==> config.mk <==
export PLATFORM = sky130hd
export DESIGN_NAME = kgc_front_flat
export DESIGN_NICKNAME = d
export VERILOG_FILES = /design/src/rtl/kgc_pkg.sv /design/src/rtl/kgc_if.sv /design/src/rtl/kgc_front.sv /design/src/flat_wrapper.sv
export SDC_FILE = /design/constraint.sdc
export NUM_CORES = 1
export LEC_CHECK = 0
export BUFFER_PORTS_ARGS = -buffer_cell sky130_fd_sc_hd__buf_2
export CORE_UTILIZATION = 43
export CTS_CLUSTER_SIZE = 12
export DETAILED_ROUTE_END_ITERATION = 10
export PLACE_DENSITY_LB_ADDON = 0.25
export RECOVER_POWER = 50
export SLEW_MARGIN = 20
export SYNTH_ARGS = -nofsm -noshare
export SYNTH_HDL_FRONTEND = slang
export SYNTH_SLANG_ARGS = --single-unit
==> constraint.sdc <==
create_clock -name clk -period 3.5 [get_ports clk]
set_input_delay 1.05 -clock clk [delete_from_list [all_inputs] [get_ports clk]]
set_output_delay 1.05 -clock clk [all_outputs]
set_load 0.02 [all_outputs]
==> src/rtl/kgc_pkg.sv <==
// Package for the keyed group collector: operation and status codes,
// the classified command passed from front to back, and the result record.
// No dependencies.
`default_nettype none

package kgc_pkg;

	localparam int KEY_W    = 8;
	localparam int HANDLE_W = 16;
	localparam int SLOT_W   = 8;
	localparam int MEMBER_W = 4;
	localparam int TOTAL_W  = 9;
	localparam int MCOUNT_W = 5;
	localparam int STATUS_W = 2;

	typedef enum logic [1:0] {
		OP_ADD     = 2'd0,
		OP_CLEAR   = 2'd1,
		OP_QCOUNT  = 2'd2,
		OP_QMEMBER = 2'd3
	} op_t;

	typedef enum logic [STATUS_W-1:0] {
		ST_OK    = 2'd0,
		ST_FULL  = 2'd1,
		ST_RANGE = 2'd2
	} status_t;

	typedef struct packed {
		op_t                 op;
		logic                key_ok;
		logic [KEY_W-1:0]    key;
		logic [HANDLE_W-1:0] item_handle;
		logic [SLOT_W-1:0]   slot_index;
		logic [MEMBER_W-1:0] member_index;
	} cmd_t;

	typedef struct packed {
		logic [TOTAL_W-1:0]  group_total;
		logic [MCOUNT_W-1:0] member_total;
		logic [HANDLE_W-1:0] member_handle;
		logic [KEY_W-1:0]    group_key;
		status_t             status;
	} rsp_t;

endpackage

`default_nettype wire

==> src/rtl/kgc_if.sv <==
// Request and response channel interfaces of the keyed group collector.
// Depends on nothing; field widths follow the block's item layout.
`default_nettype none

interface kgc_req_if;
	logic        valid;
	logic        ready;
	logic [1:0]  op;
	logic [7:0]  key;
	logic [15:0] item_handle;
	logic [7:0]  slot_index;
	logic [3:0]  member_index;

	modport source (output valid, output op, output key, output item_handle,
		output slot_index, output member_index, input ready);
	modport sink (input valid, input op, input key, input item_handle,
		input slot_index, input member_index, output ready);
endinterface


`default_nettype wire

==> src/rtl/kgc_front.sv <==
// Front end: accepts request items, classifies them into commands and
// registers them for the queue. Depends on kgc_pkg and kgc_req_if.
`default_nettype none

module kgc_front
	import kgc_pkg::*;
#(
	parameter int NUM_KEYS = 256
) (
	input  wire logic   clk,
	input  wire logic   arst_n,
	kgc_req_if.sink     req,
	output cmd_t        cmd,
	output logic        cmd_valid,
	input  wire logic   cmd_ready
);

	cmd_t cmd_s1;
	logic valid_s1;
	logic take;

	assign req.ready = !valid_s1 || cmd_ready;
	assign take      = req.valid && req.ready;

	always_ff @(posedge clk or negedge arst_n) begin
		if (!arst_n) begin
			valid_s1 <= 1'b0;
		end else if (take) begin
			valid_s1 <= 1'b1;
		end else if (cmd_ready) begin
			valid_s1 <= 1'b0;
		end
	end

	// classify: decode op, check key against the key range
	always_ff @(posedge clk) begin
		if (take) begin
			cmd_s1.op           <= op_t'(req.op);
			cmd_s1.key_ok       <= (32'(req.key) < 32'(NUM_KEYS));
			cmd_s1.key          <= req.key;
			cmd_s1.item_handle  <= req.item_handle;
			cmd_s1.slot_index   <= req.slot_index;
			cmd_s1.member_index <= req.member_index;
		end
	end

	assign cmd       = cmd_s1;
	assign cmd_valid = valid_s1;

endmodule

`default_nettype wire

==> src/flat_wrapper.sv <==
// flat-port wrapper written by rule: the top's interface ports become plain ports
module kgc_front_flat import kgc_pkg::*;
#(
	parameter int NUM_KEYS = 256
)
  (clk, arst_n, cmd, cmd_valid, cmd_ready, req_valid, req_op, req_key, req_item_handle, req_slot_index, req_member_index, req_ready);
  kgc_req_if req_i ();
  input  wire logic clk;
  input  wire logic arst_n;
  output cmd_t cmd;
  output logic cmd_valid;
  input  wire logic cmd_ready;
  input wire logic [$bits(req_i.valid)-1:0] req_valid;
  input wire logic [$bits(req_i.op)-1:0] req_op;
  input wire logic [$bits(req_i.key)-1:0] req_key;
  input wire logic [$bits(req_i.item_handle)-1:0] req_item_handle;
  input wire logic [$bits(req_i.slot_index)-1:0] req_slot_index;
  input wire logic [$bits(req_i.member_index)-1:0] req_member_index;
  output wire logic [$bits(req_i.ready)-1:0] req_ready;
  assign req_i.valid = req_valid;
  assign req_i.op = req_op;
  assign req_i.key = req_key;
  assign req_i.item_handle = req_item_handle;
  assign req_i.slot_index = req_slot_index;
  assign req_i.member_index = req_member_index;
  assign req_ready = req_i.ready;
  kgc_front #(.NUM_KEYS(NUM_KEYS)) u_core (.clk(clk), .arst_n(arst_n), .req(req_i), .cmd(cmd), .cmd_valid(cmd_valid), .cmd_ready(cmd_ready));
endmodule
# After elaboration in Yosys (flattened, before gate mapping)
# Index checks and enable logic that the tools add are counted.
[classes] addsub=0 multipliers=0 n_div=0 n_lt_le_gt_ge=0 n_eq_ne=0 n_shift=0 n_mux=2 bitwise=0 n_reduce_logical=4
[ops] op="1-bit two-way mux" n=2
[ops] op="2-bit nonzero test" n=1
[ops] op="1-bit logical AND" n=1
[ops] op="1-bit zero test" n=1
[ops] op="1-bit logical OR" n=1
[word_totals] regBits=39 latch_bits=0 ram_bits=0 rom_bits=0 in_bits=42 output_inout_bits=41 elab_cells=12 mem_count=0

# Longest topological paths before layout
[depth] depth_word=4 mapped_depth=2 ltp_nobuf=2

# Least setup slack after synthesis
# OpenSTA, ideal clock, no wires.
[synth_path] path_kind="input to output" from="in cmd_ready" to="out req_ready" arrival_ns=1.203 required_ns=2.450 path_slack_ns=1.247 path_stages=1 path_buffers=0 path_cell_list="nand2b_4"
[synth_via] elab_chain_len=1
[synth_lines] element="from (decl)" line="flat_wrapper.sv:12" source="input wire logic cmd_ready;"
[synth_lines] element="1-bit logical OR" line="kgc_front.sv:22" source="assign req.ready = !valid_s1 || cmd_ready;"
[synth_lines] element="to (decl)" line="flat_wrapper.sv:19" source="output wire logic [$bits(req_i.ready)-1:0] req_ready;"
# Every way passes these cells.

# Worst setup path after layout
[layout_path] from="in cmd_ready" to="reg u_core.cmd_s1 (netlist bit u_core.cmd[23]) (enable)"
[layout_via] elab_chain_len=2
[layout_lines] element="1-bit logical OR" line="kgc_front.sv:22"
[layout_lines] element="1-bit logical AND" line="kgc_front.sv:23" source="assign take = req.valid && req.ready;"
[layout_lines] element="net u_core.take" line="kgc_front.sv:20" source="logic take;"
[layout_lines] element="to (decl)" line="kgc_front.sv:18" source="cmd_t cmd_s1;"
# The timed path passes the listed nets, and every way through them passes these cells.
# A chain may end at the register's enable or synchronous reset.

==> metrics <==
number of port buffers=81; fill count=206; die width=~55 um; layout cells sized above 1=approximately two thirds; drt via density=between 4 and 5; met2 Track Usage GR=23.5%; cell chain of the critical path=buf_2 > nand2b_1 > and2_1; IO Count=83; post-synth top area cell=edfxtp_1; most common cell after layout, fill and taps aside=buf_2; Period minus WS final=approximately 2.5 ns; total wire length=2110 um; largest net degree at the start of global routing=39; post-synthesis cell type count=7; Achievable Freq=0.395 GHz; Crit Path Category=input pin to flop; final setup fails=0; clk slew on worst S/H paths=about 0.1 ns; initial DRC count=7; synthesized cell area=1210 um^2; CP Max Fanout=38; largest family of logic cells by synthesized area=simple AND/OR/NAND/NOR gates; per-cell routed wire length=around 13 um; Inst Count DP=between 150 and 200; via count=730; arrival time worst endpoint=~2.5 ns; Clock Latency Late Sink=approximately 0.32 ns; met1 GRT Util=between 10% and 20%; Hold Path Class=input pin to asynchronous set/reset pin; xor/xnor share of the synthesized area=0%; full die area=a little over 3000 um^2; Adder-Cell Fraction of Synth Area=0%; Fin. Hold Viols=0; Overall Global Routing Usage=around 14%; crit end category=flop; cell count after synthesis=44; DRC viols=0; Die Height=around 55 um; failing checks=capacitance limit, slew limit; Core ar.=roughly 2600 um^2; most frequent cells in the layout=81 x buf_2, 38 x edfxtp_1, 5 x clkbuf_4; pre-CTS WS=about 1.0 ns; met3 Track Usage GR=around 6.3%; Yosys top cell area share=between 90 and 100%; clock buffer depth=2; clock root buffer=clkbuf_4; initial antenna violation count=0; CP startpoint kind=input pin; CP max stage delay=between 1 and 1.5 ns; Rel. slew slack=-5.73%; outcome=finished, violations left; first-pass GRT wire length=about 2800 um; initial core utilization=47.0%; Synth Area in Compound Gates=0%; crit path max-delay cell type=and2_1; Routed Antenna Nets=0; First-pass DRT Iterations=4; Synth area leaders=edfxtp_1 95%, dfrtp_1 2.1%, nand2b_4 1.1%; htree depth=2; synthesis-stage register bit count=39; LEAKAGE=0.731 nW; RSZ-0062 raised after global routing=false; multiplexer area fraction after synthesis=0%; TritonCTS clock tree=yes; row count=18; CTS Hold Bufs=0; Least-Margin Pin Slew=1.59 ns; number of global-route vias before repair=668; Yosys warnings=0; grt peak-use layer=met2; Detail Placement HPWL=around 1600 um; Setup Buffers After CTS=0; PostCTS Resize Cnt=0; Fin Setup TNS=0 ns; CTS buffer count=5; Peak VDD IR=0.362 mV; Post-Layout Cell Count=roughly 160; final count of pins violating max slew=39; final worst setup slack=0.970 ns; Synth Area per Inst=around 27 um^2; GRT Residual Overflow=0; sequential area share after synthesis=around 97%; Synth Net Count=between 80 and 90; crit share post-route=72.3%; Layout Skew=roughly 0.0071 ns; Pwr Density=between 500 and 600 nW/um^2; NumNets Final=around 170; RePlAce Congestion=0.649; Area growth syn-to-layout=39.4%; CP required=3.44 ns; CTS sink count=39; n_diodes=0; max_cap viols=1; Post-Synth Simple-Gate Area=under 10%
[metrics by stage]
stage	utilization, %	cell area [um^2]	hold WS, ns	total power, W
final	65.5	1680	0.482	0.000846
after global routing	65.5	1680	0.450	0.000886
after CTS	65.9	1690	0.455	0.000861
after detailed placement	63.9	1640	0.537	0.000654
after global placement	63.9	1640	0.519	0.000651
after floorplan	-	1210	0.693	0.000607
[power breakdown]
group,internal [W],switching [W]
logic,0.0000329,0.0000578
registers,0.000544,0.00000578
clock network,0.0000783,0.000128
total,0.000655,0.000191
[routing by layer]
layer	part of all wire, %	up-vias	routed length (um)
met3	11	5	235
met5	0	-	0
met1	34	333	717
met4	2.6	0	55
met2	52	49	1100
li1	-	343	-
[path summary, 6_finish.rpt]
| check | start | end | slack [ns] | cells after the start |
|---|---|---|---|---|
| max | cmd_ready | u_core.cmd[23]$_DFFE_PP_ | 0.97 | 3 |
| min | arst_n | u_core.cmd_valid$_DFFE_PN0P_ | 0.48 | 1 |
| max reg2reg | u_core.cmd_valid$_DFFE_PN0P_ | u_core.cmd[23]$_DFFE_PP_ | 1.40 | 2 |
| min reg2reg | u_core.cmd_valid$_DFFE_PN0P_ | u_core.cmd_valid$_DFFE_PN0P_ | 0.55 | 2 |
| max in group asynchronous | arst_n | u_core.cmd_valid$_DFFE_PN0P_ | 2.94 | 1 |
| min in group clk | u_core.cmd_valid$_DFFE_PN0P_ | u_core.cmd_valid$_DFFE_PN0P_ | 0.55 | 2 |
[cell usage after synthesis]
| cell | instances |
|---|---|
| edfxtp_1 | 38 |
| nand2b_1 | 1 |
| and2_4 | 1 |
| buf_4 | 1 |
| nand2b_4 | 1 |
| dfrtp_1 | 1 |
| conb_1 | 1 |
[logic make-up (layout without fill, tap and decap cells)]
group	Yosys count	after routing
buf+inv	1	89
simple gates	3	3
other cells	1	1
flops	39	39
[flip-flops by register name, summed over array words and instances (netlist names)]
signal and flops:
u_core.cmd 38, u_core.cmd_valid 1
[area by class of cell]
type,instances,area (um^2),share of cell area (%)
well taps,30,37.5,2.23
clock inverters,1,5.00,0.298
flip-flops and latches,39,1170,69.3
multi-input cells,4,22.5,1.34
clock buffers,7,45.0,2.68
repair buffers,81,405,24.1
[critical path: cells and delay by family]
kind / cells / cell delay (ns)
AND/OR/NAND/NOR: 2 / 1.32
buffers and inverters: 1 / 0.07
Power figures use the tool's default switching activity.
