$ cat src/rtl/kgc_pkg.sv
// Package for the keyed group collector: operation and status codes,
// the classified command passed from front to back, and the result record.
// No dependencies.
`default_nettype none

package kgc_pkg;

	localparam int KEY_W    = 8;
	localparam int HANDLE_W = 16;
	localparam int SLOT_W   = 8;
	localparam int MEMBER_W = 4;
	localparam int TOTAL_W  = 9;
	localparam int MCOUNT_W = 5;
	localparam int STATUS_W = 2;

	typedef enum logic [1:0] {
		OP_ADD     = 2'd0,
		OP_CLEAR   = 2'd1,
		OP_QCOUNT  = 2'd2,
		OP_QMEMBER = 2'd3
	} op_t;

	typedef enum logic [STATUS_W-1:0] {
		ST_OK    = 2'd0,
		ST_FULL  = 2'd1,
		ST_RANGE = 2'd2
	} status_t;

	typedef struct packed {
		op_t                 op;
		logic                key_ok;
		logic [KEY_W-1:0]    key;
		logic [HANDLE_W-1:0] item_handle;
		logic [SLOT_W-1:0]   slot_index;
		logic [MEMBER_W-1:0] member_index;
	} cmd_t;

	typedef struct packed {
		logic [TOTAL_W-1:0]  group_total;
		logic [MCOUNT_W-1:0] member_total;
		logic [HANDLE_W-1:0] member_handle;
		logic [KEY_W-1:0]    group_key;
		status_t             status;
	} rsp_t;

endpackage

`default_nettype wire

$ cat src/rtl/kgc_queue.sv
// Two-entry command queue between front and back end.
// Depends on kgc_pkg.
`default_nettype none

module kgc_queue
	import kgc_pkg::*;
(
	input  wire logic  clk,
	input  wire logic  arst_n,
	input  wire cmd_t  push_cmd,
	input  wire logic  push_valid,
	output logic       push_ready,
	output cmd_t       pop_cmd,
	output logic       pop_valid,
	input  wire logic  pop_ready
);

	cmd_t       ent_q [2];
	logic       wr_ptr_q;
	logic       rd_ptr_q;
	logic [1:0] count_q;
	logic       push;
	logic       pop;

	assign push_ready = (count_q != 2'd2);
	assign pop_valid  = (count_q != 2'd0);
	assign push       = push_valid && push_ready;
	assign pop        = pop_valid && pop_ready;
	assign pop_cmd    = ent_q[rd_ptr_q];

	always_ff @(posedge clk or negedge arst_n) begin
		if (!arst_n) begin
			wr_ptr_q <= 1'b0;
			rd_ptr_q <= 1'b0;
			count_q  <= 2'd0;
		end else begin
			if (push) wr_ptr_q <= !wr_ptr_q;
			if (pop) rd_ptr_q <= !rd_ptr_q;
			case ({push, pop})
				2'b10:   count_q <= count_q + 2'd1;
				2'b01:   count_q <= count_q - 2'd1;
				default: count_q <= count_q;
			endcase
		end
	end

	always_ff @(posedge clk) begin
		if (push) ent_q[wr_ptr_q] <= push_cmd;
	end

endmodule

`default_nettype wire

$ cat config.mk
export PLATFORM = sky130hd
export DESIGN_NAME = kgc_queue
export DESIGN_NICKNAME = d
export VERILOG_FILES = /design/src/rtl/kgc_pkg.sv /design/src/rtl/kgc_queue.sv
export SDC_FILE = /design/constraint.sdc
export NUM_CORES = 1
export LEC_CHECK = 0
export BUFFER_PORTS_ARGS = -buffer_cell sky130_fd_sc_hd__buf_4
export CAP_MARGIN = 20
export CORE_UTILIZATION = 33
export DETAILED_ROUTE_END_ITERATION = 12
export SKIP_LAST_GASP = 1
export SLEW_MARGIN = 20
export SYNTH_ARGS = -nofsm -noshare
export SYNTH_HDL_FRONTEND = slang
export SYNTH_SLANG_ARGS = --single-unit
export TNS_END_PERCENT = 50
$ cat constraint.sdc
create_clock -name clk -period 3.6 [get_ports clk]
set_clock_uncertainty 0.15 [all_clocks]
set_input_delay 0.72 -clock clk [delete_from_list [all_inputs] [get_ports clk]]
set_output_delay 0.72 -clock clk [all_outputs]
set_load 0.1 [all_outputs]
## After elaboration in Yosys (flattened, before gate mapping)

Memories as Yosys holds them, arrays and structs flattened.
Cells that the tools add are included.

| cells by class | value |
|---|---|
| add/subtract/negate cells | 2 |
| equal/unequal tests | 3 |
| mux-type cells | 3 |
| reductions and logical operators | 6 |

Operators by type and width:

| operator | count |
|---|---|
| case mux 2 bit (2 select lines) | 1 |
| nonzero test 2 bit | 2 |
| adder 2 x 1 -> 2 bit (second input constant) | 1 |
| == test 2 x 1 -> 1 bit (second input constant) | 1 |
| == test 2 bit (second input constant) | 1 |
| logical AND 1 bit | 2 |
| logical NOT 1 bit | 2 |
| two-way mux 1 bit | 2 |
| != test 2 bit (second input constant) | 1 |
| subtractor 2 x 1 -> 2 bit (second input constant) | 1 |

| storage, ports and cells | value |
|---|---|
| register bits after elaboration | 4 |
| bits in writable memories | 78 |
| bits of input ports | 43 |
| output and inout port bits | 41 |
| memories kept | 1 |

Memories:

| name | depth | bits a word | read ports | clocked after Yosys merged registers in | write ports | line | text |
|---|---|---|---|---|---|---|---|
| ent_q | 2 | 39 | 1 | 0 | 1 | kgc_queue.sv:18 | `cmd_t ent_q [2];` |

## Longest topological paths before layout

Gate-level depths: netlist of the first run.

| depth | value |
|---|---|
| depth in word-level cells | 4 |
| mapped depth | 6 |
| gate-level depth less buffers | 6 |

## Least setup slack after synthesis of the first run

OpenSTA, ideal clock, no wires.

| timing | value |
|---|---|
| path type | register to register |
| start point | register count_q[0] |
| end point | memory ent_q[0][0] (netlist bit) (enable) |
| library setup time | 0.436 ns |
| data arrival time | 3.145 ns |
| data required time | 3.014 ns |
| setup slack | -0.130 ns |
| stages on the path, launching flop included | 4 |
| path buffers | 0 |
| clock period less this slack | 3.730 ns |
| path through | dfrtp_1 nand2b_1 nand2_1 nor2_1 |

| between the ends | value |
|---|---|
| word-level cells in the longest chain between the ends | 4 |

RTL lines:

| element | line | text |
|---|---|---|
| start, declared | kgc_queue.sv:21 | `logic [1:0] count_q;` |
| start signal, assigned | kgc_queue.sv:40 | `2'b10: count_q <= count_q + 2'd1;` |
| start signal, assigned | kgc_queue.sv:41 | `2'b01: count_q <= count_q - 2'd1;` |
| start signal, assigned | kgc_queue.sv:42 | `default: count_q <= count_q;` |
| != test 2 bit | kgc_queue.sv:25 | `assign push_ready = (count_q != 2'd2);` |
| named net push_ready | kgc_queue.sv:12 | `output logic push_ready,` |
| logical AND 1 bit | kgc_queue.sv:27 | `assign push = push_valid && push_ready;` |
| two-way mux 1 bit | kgc_queue.sv:48 | `if (push) ent_q[wr_ptr_q] <= push_cmd;` |
| two-way mux 1 bit (not written as such) | kgc_queue.sv:48 |  |
| end, declared | kgc_queue.sv:18 |  |

The timed path passes the listed nets, and every way through them passes these cells.

==> results of run 1 <==
sequential cells by signal, summed over array words and instances (netlist names):
signal    flops
count_q       2
wr_ptr_q      1
ent_q        78
rd_ptr_q      1
logic make-up after synthesis:
logic type / synth area share, %
and+or+nand+nor: 1.290
DFF: 81.23
xor gates and xnor gates: 1.457
muxes: 14.61
adders and majority gates: 0.4161
buffers and inverters: 0.9988
cell usage after synthesis, drive strengths merged:
library cell | number | area [sq um]
dfrtp | 4 | 100.1
or2 | 1 | 6.260
xnor2 | 3 | 26.28
nand2b | 1 | 6.260
nand2 | 1 | 3.750
and2 | 1 | 8.760
xor2 | 2 | 17.52
mux2 | 39 | 439.2
and3 | 1 | 6.260
buf | 4 | 30.03
ha | 1 | 12.51
nor2 | 2 | 7.510
edfxtp | 78 | 2342
how the worst max path moves through the flow:
stage / from / endpoint / slack [ns] / depth (start not counted)
finish: rd_ptr_q / pop_cmd[18] / 0.83 / 3
global route: rd_ptr_q / pop_cmd[18] / 0.70 / 3
CTS: rd_ptr_q / pop_cmd[18] / 0.76 / 3
detailed placement: rd_ptr_q / pop_cmd[18] / 1.13 / 3
global placement: rd_ptr_q / pop_cmd[18] / 1.15 / 3
floorplan: count_q[0] / ent_q[0][0] / 0.51 / 3
metal layers:
layer  vias up  track usage [%]  wire length [um]
li1        722                -                 -
met1       746            14.05              2200
met3         9            3.669               286
met2        47            18.93              2649
met5         -                0                 0
met4         0            6.448               108
layout make-up:
cell class              count  share of cell area [%]
flip-flops and latches     82                   60.96
clock inverters             5                   2.591
well taps                 108                   3.371
multi-input cells          52                   13.55
clock buffers              10                   3.184
repair buffers             87                   16.35
what timing repair did:
item / CTS / global route
hold buffers: 1 / 0
gates resized for setup: 0 / 0
hold endpoints to repair: 4 / 0
metrics by stage:
stage	cell area (sq um)	utilization, %	hold slack, ns	worst slack, ns
after floorplan	3009	-	0.2744	0.5075
after global placement	3767	42.99	0.3435	1.148
after detailed placement	3767	42.99	0.3436	1.134
after CTS	4009	45.75	0.3607	0.7613
after global routing	4009	45.75	0.3700	0.7025
final	4009	45.75	0.3541	0.8268
==> results.sh, run 1 <==
export IMPL_status="finished clean"
export IMPL_rsz0062_at_grt="false"
export IMPL_hold_viol=0
export IMPL_area_growth_pct=33.33
export IMPL_drc=0
export IMPL_period_needed_ns=2.773
export IMPL_multi_input_area_sq_um=543.0
export IMPL_avgSynthCellArea_sq_um=21.79
export IMPL_reg2reg_to="ent_q[1][9]"
export IMPL_critPathMaxFanout=19
export IMPL_clk_path_buf_depth=2
export IMPL_slew_viol_final=0
export IMPL_fill_cells=792
export IMPL_worst_path_buf_inv=2
export IMPL_yosysSeqAreaShare_pct=81.23
export IMPL_dp_cells=328
export IMPL_clock_sinks=82
export IMPL_instances_no_fill=344
export IMPL_synth_seq_cells=82
export IMPL_worst_path_largest_cell_delay_ns=0.67
export IMPL_place_congestion=0.6750
export IMPL_grt_pass1_vias=1629
export IMPL_drt_pass1_iter_count=4
export IMPL_hold_path_endpoint="count_q[1]"
export IMPL_r2r_start="count_q[0]"
export IMPL_via_per_inst=4.430
export IMPL_cpMostUsedCell="buf_4"
export IMPL_crit_chain="buf_4, mux2_2, buf_4"
export IMPL_port_buffers=83
export IMPL_worst_hold_path_type="reg -> reg"
export IMPL_htreeDepth=3
export IMPL_start_util_pct=34.31
export IMPL_drt_iter0_markers=20
export IMPL_fp_coreArea_sq_um=8763
export IMPL_critical_path_class="reg -> out"
export IMPL_path_clk_slew_ns=0.07
export IMPL_crit_arrival_ns=1.90
export IMPL_ios=84
export IMPL_antenna_found_initial=0
export IMPL_nets=276
export IMPL_rows=34
export IMPL_grt_pass1_wl_um=8404
export IMPL_syn_nets=182
export IMPL_grt_max_degree=40
export IMPL_wl_per_cell_um=15.25
export IMPL_die_w_um=97.45
export IMPL_cap_violations=0
export IMPL_cpLargestDelayFamily="flip-flops"
export IMPL_syn_instance_count=138
export IMPL_die_y_um=97.45
export IMPL_yosysWarningCount=0
export IMPL_wl_um=5245
export IMPL_crit_path_end_kind="primary output"
export IMPL_layout_common_cells="86 x buf_4, 78 x edfxtp_1, 39 x mux2_2"
export IMPL_clock_fmax_ghz=0.3606
export IMPL_finalCritPeriodShare_pct=77.03
export IMPL_regArea_sq_um=2444
export IMPL_finalSetupViolations=0
export IMPL_grt_usage_pct=11.77
export IMPL_tightestPinTransition_ns=0.9703
export IMPL_final_common_cell="buf_4"
export IMPL_worstSetupStartpointType="flip-flop"
export IMPL_hold_depth=1
export IMPL_cts_tree="built"
export IMPL_clk_insertion_delay_late_ns=0.33
export IMPL_dp_hpwl_um=3347
export IMPL_reg2reg_setup_slack_ns=1.63
export IMPL_setup_tns_final_ns=0
export IMPL_yosys_cell_types_count=13
export IMPL_antenna_cells=0
export IMPL_ff2ff_path_depth=2
export IMPL_cts_setup_buffers=0
export IMPL_syn_area_sq_um=3007
export IMPL_max_slew_margin_pct=35.31
export IMPL_postRouteAntennaNets=0
export IMPL_drive_above_1_share_pct=60.59
export IMPL_cts_buffers=9
export IMPL_die_area_sq_um=9497
export IMPL_hold_path_startpoint="count_q[1]"
export IMPL_ctsRootBufferMaster="clkbuf_8"
export IMPL_crit_required_ns=2.73
export IMPL_critical_path_slowest_cell="dfrtp_2"
export IMPL_grt_overflow=0
export IMPL_via_count=1524
Power of run 1 is not shown: default switching activity piles up to over one toggle a cycle in this logic, so the estimate is an artifact.
==> run 2: changes to the inputs <==
==> constraint.sdc (replaced) <==
create_clock -name clk -period 2.6 [get_ports clk]
set_clock_uncertainty 0.15 [all_clocks]
set_input_delay 0.52 -clock clk [delete_from_list [all_inputs] [get_ports clk]]
set_output_delay 0.52 -clock clk [all_outputs]
set_load 0.1 [all_outputs]
==> run 2 against run 1 <==
Global-route usage down 0.061 points; non-clock buffer count rose by 1; via count increased by 1.8%; utilization down 0.31 points; cell count up 0.58%; sequential share of layout area increased by 0.42 points; die area is the same.
==> results.sh, run 2 (same netlist as run 1, synthesis figures left out) <==
export IMPL_area_growth_pct=32.42
export IMPL_drive_above_1_share_pct=60.92
export IMPL_postRouteAntennaNets=0
export IMPL_drt_iter0_markers=26
export IMPL_nets=277
export IMPL_largest_reg_flops=78
export IMPL_die_w_um=97.45
export IMPL_layout_common_cells="85 x buf_4, 78 x edfxtp_1, 39 x mux2_2"
export IMPL_period_needed_ns=2.252
export IMPL_wl_per_cell_um=15.22
export IMPL_layout_setup_ws_ns=0.3476
export IMPL_crit_chain="buf_12, mux2_2, buf_4"
export IMPL_clk_insertion_delay_late_ns=0.34
export IMPL_path_clk_slew_ns=0.09
export IMPL_grt_max_degree=41
export IMPL_max_slew_margin_pct=63.99
export IMPL_grt_overflow=0
export IMPL_ctsRootBufferMaster="clkbuf_8"
export IMPL_place_congestion=0.6012
export IMPL_reg_top3="ent_q x78, count_q x2"
export IMPL_setup_tns_final_ns=0
export IMPL_hold_viol=0
export IMPL_grt_usage_pct=11.71
export IMPL_start_util_pct=34.31
export IMPL_reg2reg_setup_slack_ns=0.80
export IMPL_grt_pass1_wl_um=8252
export IMPL_final_common_cell="buf_4"
export IMPL_critPathMaxFanout=40
export IMPL_dp_hpwl_um=3328
export IMPL_pre_cts_ws_ns=0.7001
export IMPL_clk_path_buf_depth=2
export IMPL_status="finished clean"
export IMPL_instances_no_fill=346
export IMPL_antenna_cells=0
export IMPL_cts_hold_buf=1
export IMPL_cts_buffers=9
export IMPL_die_area_sq_um=9497
export IMPL_slew_viol_final=0
export IMPL_htreeDepth=3
export IMPL_cts_setup_buffers=0
export IMPL_crit_start="rd_ptr_q"
export IMPL_cts_tree="built"
export IMPL_critical_path_class="reg -> out"
export IMPL_rows=34
export IMPL_drc=0
export IMPL_grt_pass1_vias=1651
export IMPL_clock_fmax_ghz=0.4440
export IMPL_via_count=1552
export IMPL_post_cts_resized=0
export IMPL_top_register="ent_q"
export IMPL_fp_coreArea_sq_um=8763
export IMPL_crit_arrival_ns=1.58
export IMPL_cap_violations=0
export IMPL_tightestPinTransition_ns=0.5402
export IMPL_reg2reg_to="ent_q[1][12]"
export IMPL_clock_sinks=82
export IMPL_die_y_um=97.45
export IMPL_port_buffers=83
export IMPL_rsz0062_at_grt="false"
export IMPL_antenna_found_initial=0
export IMPL_dp_cells=329
export IMPL_ios=84
export IMPL_crit_required_ns=1.93
export IMPL_worstSetupStartpointType="flip-flop"
export IMPL_crit_end="pop_cmd[5]"
export IMPL_worst_path_largest_cell_delay_ns=0.38
export IMPL_finalCritPeriodShare_pct=86.63
export IMPL_r2r_start="count_q[0]"
export IMPL_worst_hold_path_type="in -> reg"
export IMPL_wl_um=5265
export IMPL_crit_path_end_kind="primary output"
export IMPL_drt_pass1_iter_count=4
export IMPL_finalSetupViolations=0
export IMPL_ff2ff_path_depth=3
export IMPL_via_per_inst=4.486
export IMPL_critical_path_slowest_cell="dfrtp_2"
run 2: changes by cell type in the layout (fill, tap and decap cells not counted):
cell / previous run / this run
bufinv_16: 3 / 0
buf_12: 0 / 2
clkinv_1: 0 / 2
clkinvlp_4: 0 / 2
buf_4: 86 / 85
clkbuf_1: 1 / 0
inv_6: 0 / 1
nand2b_1: 1 / 0
nand2b_2: 0 / 1
run 2: how the worst min path moves through the flow:
stage | startpoint | endpoint | slack (ns) | cells past startpoint
final | push_cmd[26] | ent_q[1][26] | 0.20 | 1
after global routing | push_cmd[21] | ent_q[0][21] | 0.17 | 1
after CTS | push_cmd[30] | ent_q[0][30] | 0.18 | 1
after detailed placement | arst_n | wr_ptr_q | 0.17 | 1
after global placement | arst_n | wr_ptr_q | 0.17 | 1
after floorplan | arst_n | count_q[0] | 0.07 | 0
run 2: final cells by class:
| cell class | count | area (sq um) |
|---|---|---|
| Fill cell | 789 | 4782 |
| Multi-Input combinational cell | 52 | 545.5 |
| Sequential cell | 82 | 2444 |
| Timing Repair Buffer | 88 | 688.2 |
| Tap cell | 108 | 135.1 |
| Clock buffer | 9 | 123.9 |
| Clock inverter | 7 | 45.04 |
run 2: worst max-delay path, delay by kind of cell, from the launching register on:
kind	cells	cell delay, ns
muxes	1	0.38
DFF	1	0.38
buffers and inverters	2	0.48
run 2: through the flow:
step / area [sq um] / utilization, % / hold WS [ns]
finish: 3981 / 45.43 / 0.2012
global route: 3981 / 45.43 / 0.1707
CTS: 3981 / 45.43 / 0.1783
detailed placement: 3802 / 43.39 / 0.1727
global placement: 3802 / 43.39 / 0.1701
floorplan: 3018 / - / 0.07441
run 2: routing by layer:
| metal | global-route usage, % | share of wire, % | vias to the layer above |
|---|---|---|---|
| li1 | - | - | 723 |
| met1 | 13.48 | 44 | 749 |
| met2 | 18.61 | 47 | 74 |
| met3 | 6.619 | 8.7 | 6 |
| met4 | 3.394 | 0.51 | 0 |
| met5 | 0 | 0 | - |
Power of run 2 is left out for the same reason.
==> run 3: changes to the inputs <==
==> constraint.sdc (replaced) <==
create_clock -name clk -period 2.6 [get_ports clk]
set_clock_uncertainty 0.15 [all_clocks]
set_input_delay 0.26 -clock clk [delete_from_list [all_inputs] [get_ports clk]]
set_output_delay 0.26 -clock clk [all_outputs]
set_load 0.1 [all_outputs]
==> run 3 against run 2 <==
Register-to-register slack barely moved; die area did not move; global-route usage rose by 0.89 points; maximum frequency rose by 9.2%; routed wire length rose by 6.6%; utilization rose by 4.4 points; sequential share of layout area fell by 5.4 points; final area rose by 9.6%; non-clock buffer count rose by 39; first-iteration DRC count rose by 96%.
==> results.sh, run 3 (same netlist as run 1, synthesis figures left out) <==
export IMPL_status="finished clean"
export IMPL_ff2ff_path_depth=3
export IMPL_postRouteAntennaNets=0
export IMPL_critPathMaxFanout=24
export IMPL_area_growth_pct=45.19
export IMPL_crit_chain="buf_4, mux2_2, buf_4"
export IMPL_crit_end="pop_cmd[38]"
export IMPL_die_area_sq_um=9497
export IMPL_grt_max_degree=40
export IMPL_finalSetupViolations=0
export IMPL_cpMostUsedCell="buf_4"
export IMPL_holdWs_ns=0.07922
export IMPL_busiest_layer="met2"
export IMPL_reg2reg_setup_slack_ns=0.80
export IMPL_ctsRootBufferMaster="clkbuf_8"
export IMPL_critical_path_slowest_cell="mux2_2"
export IMPL_use_met2_pct=20.82
export IMPL_cts_hold_buf=40
export IMPL_cts_buffers=9
export IMPL_grt_pass1_wl_um=8983
export IMPL_max_slew_margin_pct=63.86
export IMPL_fp_coreArea_sq_um=8763
export IMPL_largest_reg_flops=78
export IMPL_worst_path_largest_cell_delay_ns=0.39
export IMPL_grt_use_met1_pct=14.26
export IMPL_crit_required_ns=2.19
export IMPL_period_needed_ns=2.063
export IMPL_grt_met3_usage_pct=6.403
export IMPL_cpLargestDelayFamily="buffers and inverters"
export IMPL_nets=316
export IMPL_drive_above_1_share_pct=51.99
export IMPL_crit_arrival_ns=1.65
export IMPL_top_register="ent_q"
export IMPL_hold_viol=0
export IMPL_clock_fmax_ghz=0.4846
export IMPL_via_per_inst=4.418
export IMPL_reg_top3="ent_q x78, count_q x2"
export IMPL_drt_pass1_iter_count=3
export IMPL_r2r_start="count_q[0]"
export IMPL_regArea_sq_um=2444
export IMPL_finalCritPeriodShare_pct=79.36
export IMPL_grt_overflow=0
export IMPL_reg2reg_to="ent_q[1][4]"
export IMPL_start_util_pct=34.31
export IMPL_rows=34
export IMPL_clk_path_buf_depth=2
export IMPL_dp_hpwl_um=3337
export IMPL_die_w_um=97.45
export IMPL_wl_um=5611
export IMPL_wl_per_cell_um=14.57
export IMPL_post_cts_resized=0
export IMPL_setup_tns_final_ns=0
export IMPL_tightestPinTransition_ns=0.5421
export IMPL_cp_num_cells=3
export IMPL_rsz0062_at_grt="false"
export IMPL_worst_hold_path_type="in -> reg"
export IMPL_multi_input_area_sq_um=545.5
export IMPL_cap_violations=0
export IMPL_htreeDepth=3
export IMPL_critical_path_class="reg -> out"
export IMPL_pre_cts_ws_ns=0.7911
export IMPL_place_congestion=0.6578
export IMPL_crit_start="rd_ptr_q"
export IMPL_worstSetupStartpointType="flip-flop"
export IMPL_fill_cells=717
export IMPL_grt_usage_pct=12.60
export IMPL_layout_setup_ws_ns=0.5366
export IMPL_hold_path_startpoint="pop_ready"
export IMPL_clock_sinks=82
export IMPL_antenna_cells=0
export IMPL_worst_path_buf_inv=2
export IMPL_crit_path_end_kind="primary output"
export IMPL_antenna_found_initial=0
export IMPL_ios=84
export IMPL_slew_viol_final=0
export IMPL_drc=0
export IMPL_cts_tree="built"
export IMPL_die_y_um=97.45
export IMPL_cts_setup_buffers=0
export IMPL_port_buffers=83
export IMPL_drt_iter0_markers=51
export IMPL_final_common_cell="buf_4"
export IMPL_via_count=1701
export IMPL_path_clk_slew_ns=0.07
export IMPL_grt_pass1_vias=1853
export IMPL_layout_common_cells="85 x buf_4, 78 x edfxtp_1, 40 x dlygate4sd3_1"
export IMPL_clk_insertion_delay_late_ns=0.33
## run 3: cell types whose count changed in the layout (fill, tap and decap cells not counted)
| cell | change |
|---|---|
| clkbuf_1 | +2 |
| clkinv_1 | -1 |
| clkinv_4 | -1 |
| clkinvlp_4 | +1 |
| dlygate4sd3_1 | +39 |
| inv_6 | -1 |
## run 3: per-stage QoR
step | instance area, sq um | instances | utilization (%)
3_3_place_gp | 3802 | 329 | 43.39
5_1_grt | 4365 | 385 | 49.81
3_5_place_dp | 3802 | 329 | 43.39
2_1_floorplan | 3018 | 138 | -
4_1_cts | 4365 | 385 | 49.81
6_report | 4365 | 385 | 49.81
## run 3: area by class of cell
class,instances,area share [%]
clock buffer,11,3.009
clock inverter,5,0.7165
sequential,82,55.98
multi-input combinational,52,12.50
tap,108,3.095
timing repair buffer,127,24.71
## run 3: worst min-delay path by stage
stage          cells past startpoint    endpoint
4_1_cts                            3    rd_ptr_q
3_5_place_dp                       1  count_q[1]
3_3_place_gp                       1  count_q[1]
5_1_grt                            3    rd_ptr_q
6_report                           3    rd_ptr_q
2_1_floorplan                      0  count_q[0]
## run 3: tightest hold or removal path: cells and delay by family
kind                   cells  cell delay, ns
buffers and inverters      1            0.07
AND/OR/NAND/NOR            1            0.14
XOR/XNOR                   1            0.06
## run 3: per-layer routing
layer | vias up | wire, um
li1 | 806 | -
met1 | 819 | 2409
met2 | 73 | 2732
met3 | 3 | 430
met4 | 0 | 38
met5 | - | 0
Power of run 3 is left out for the same reason.
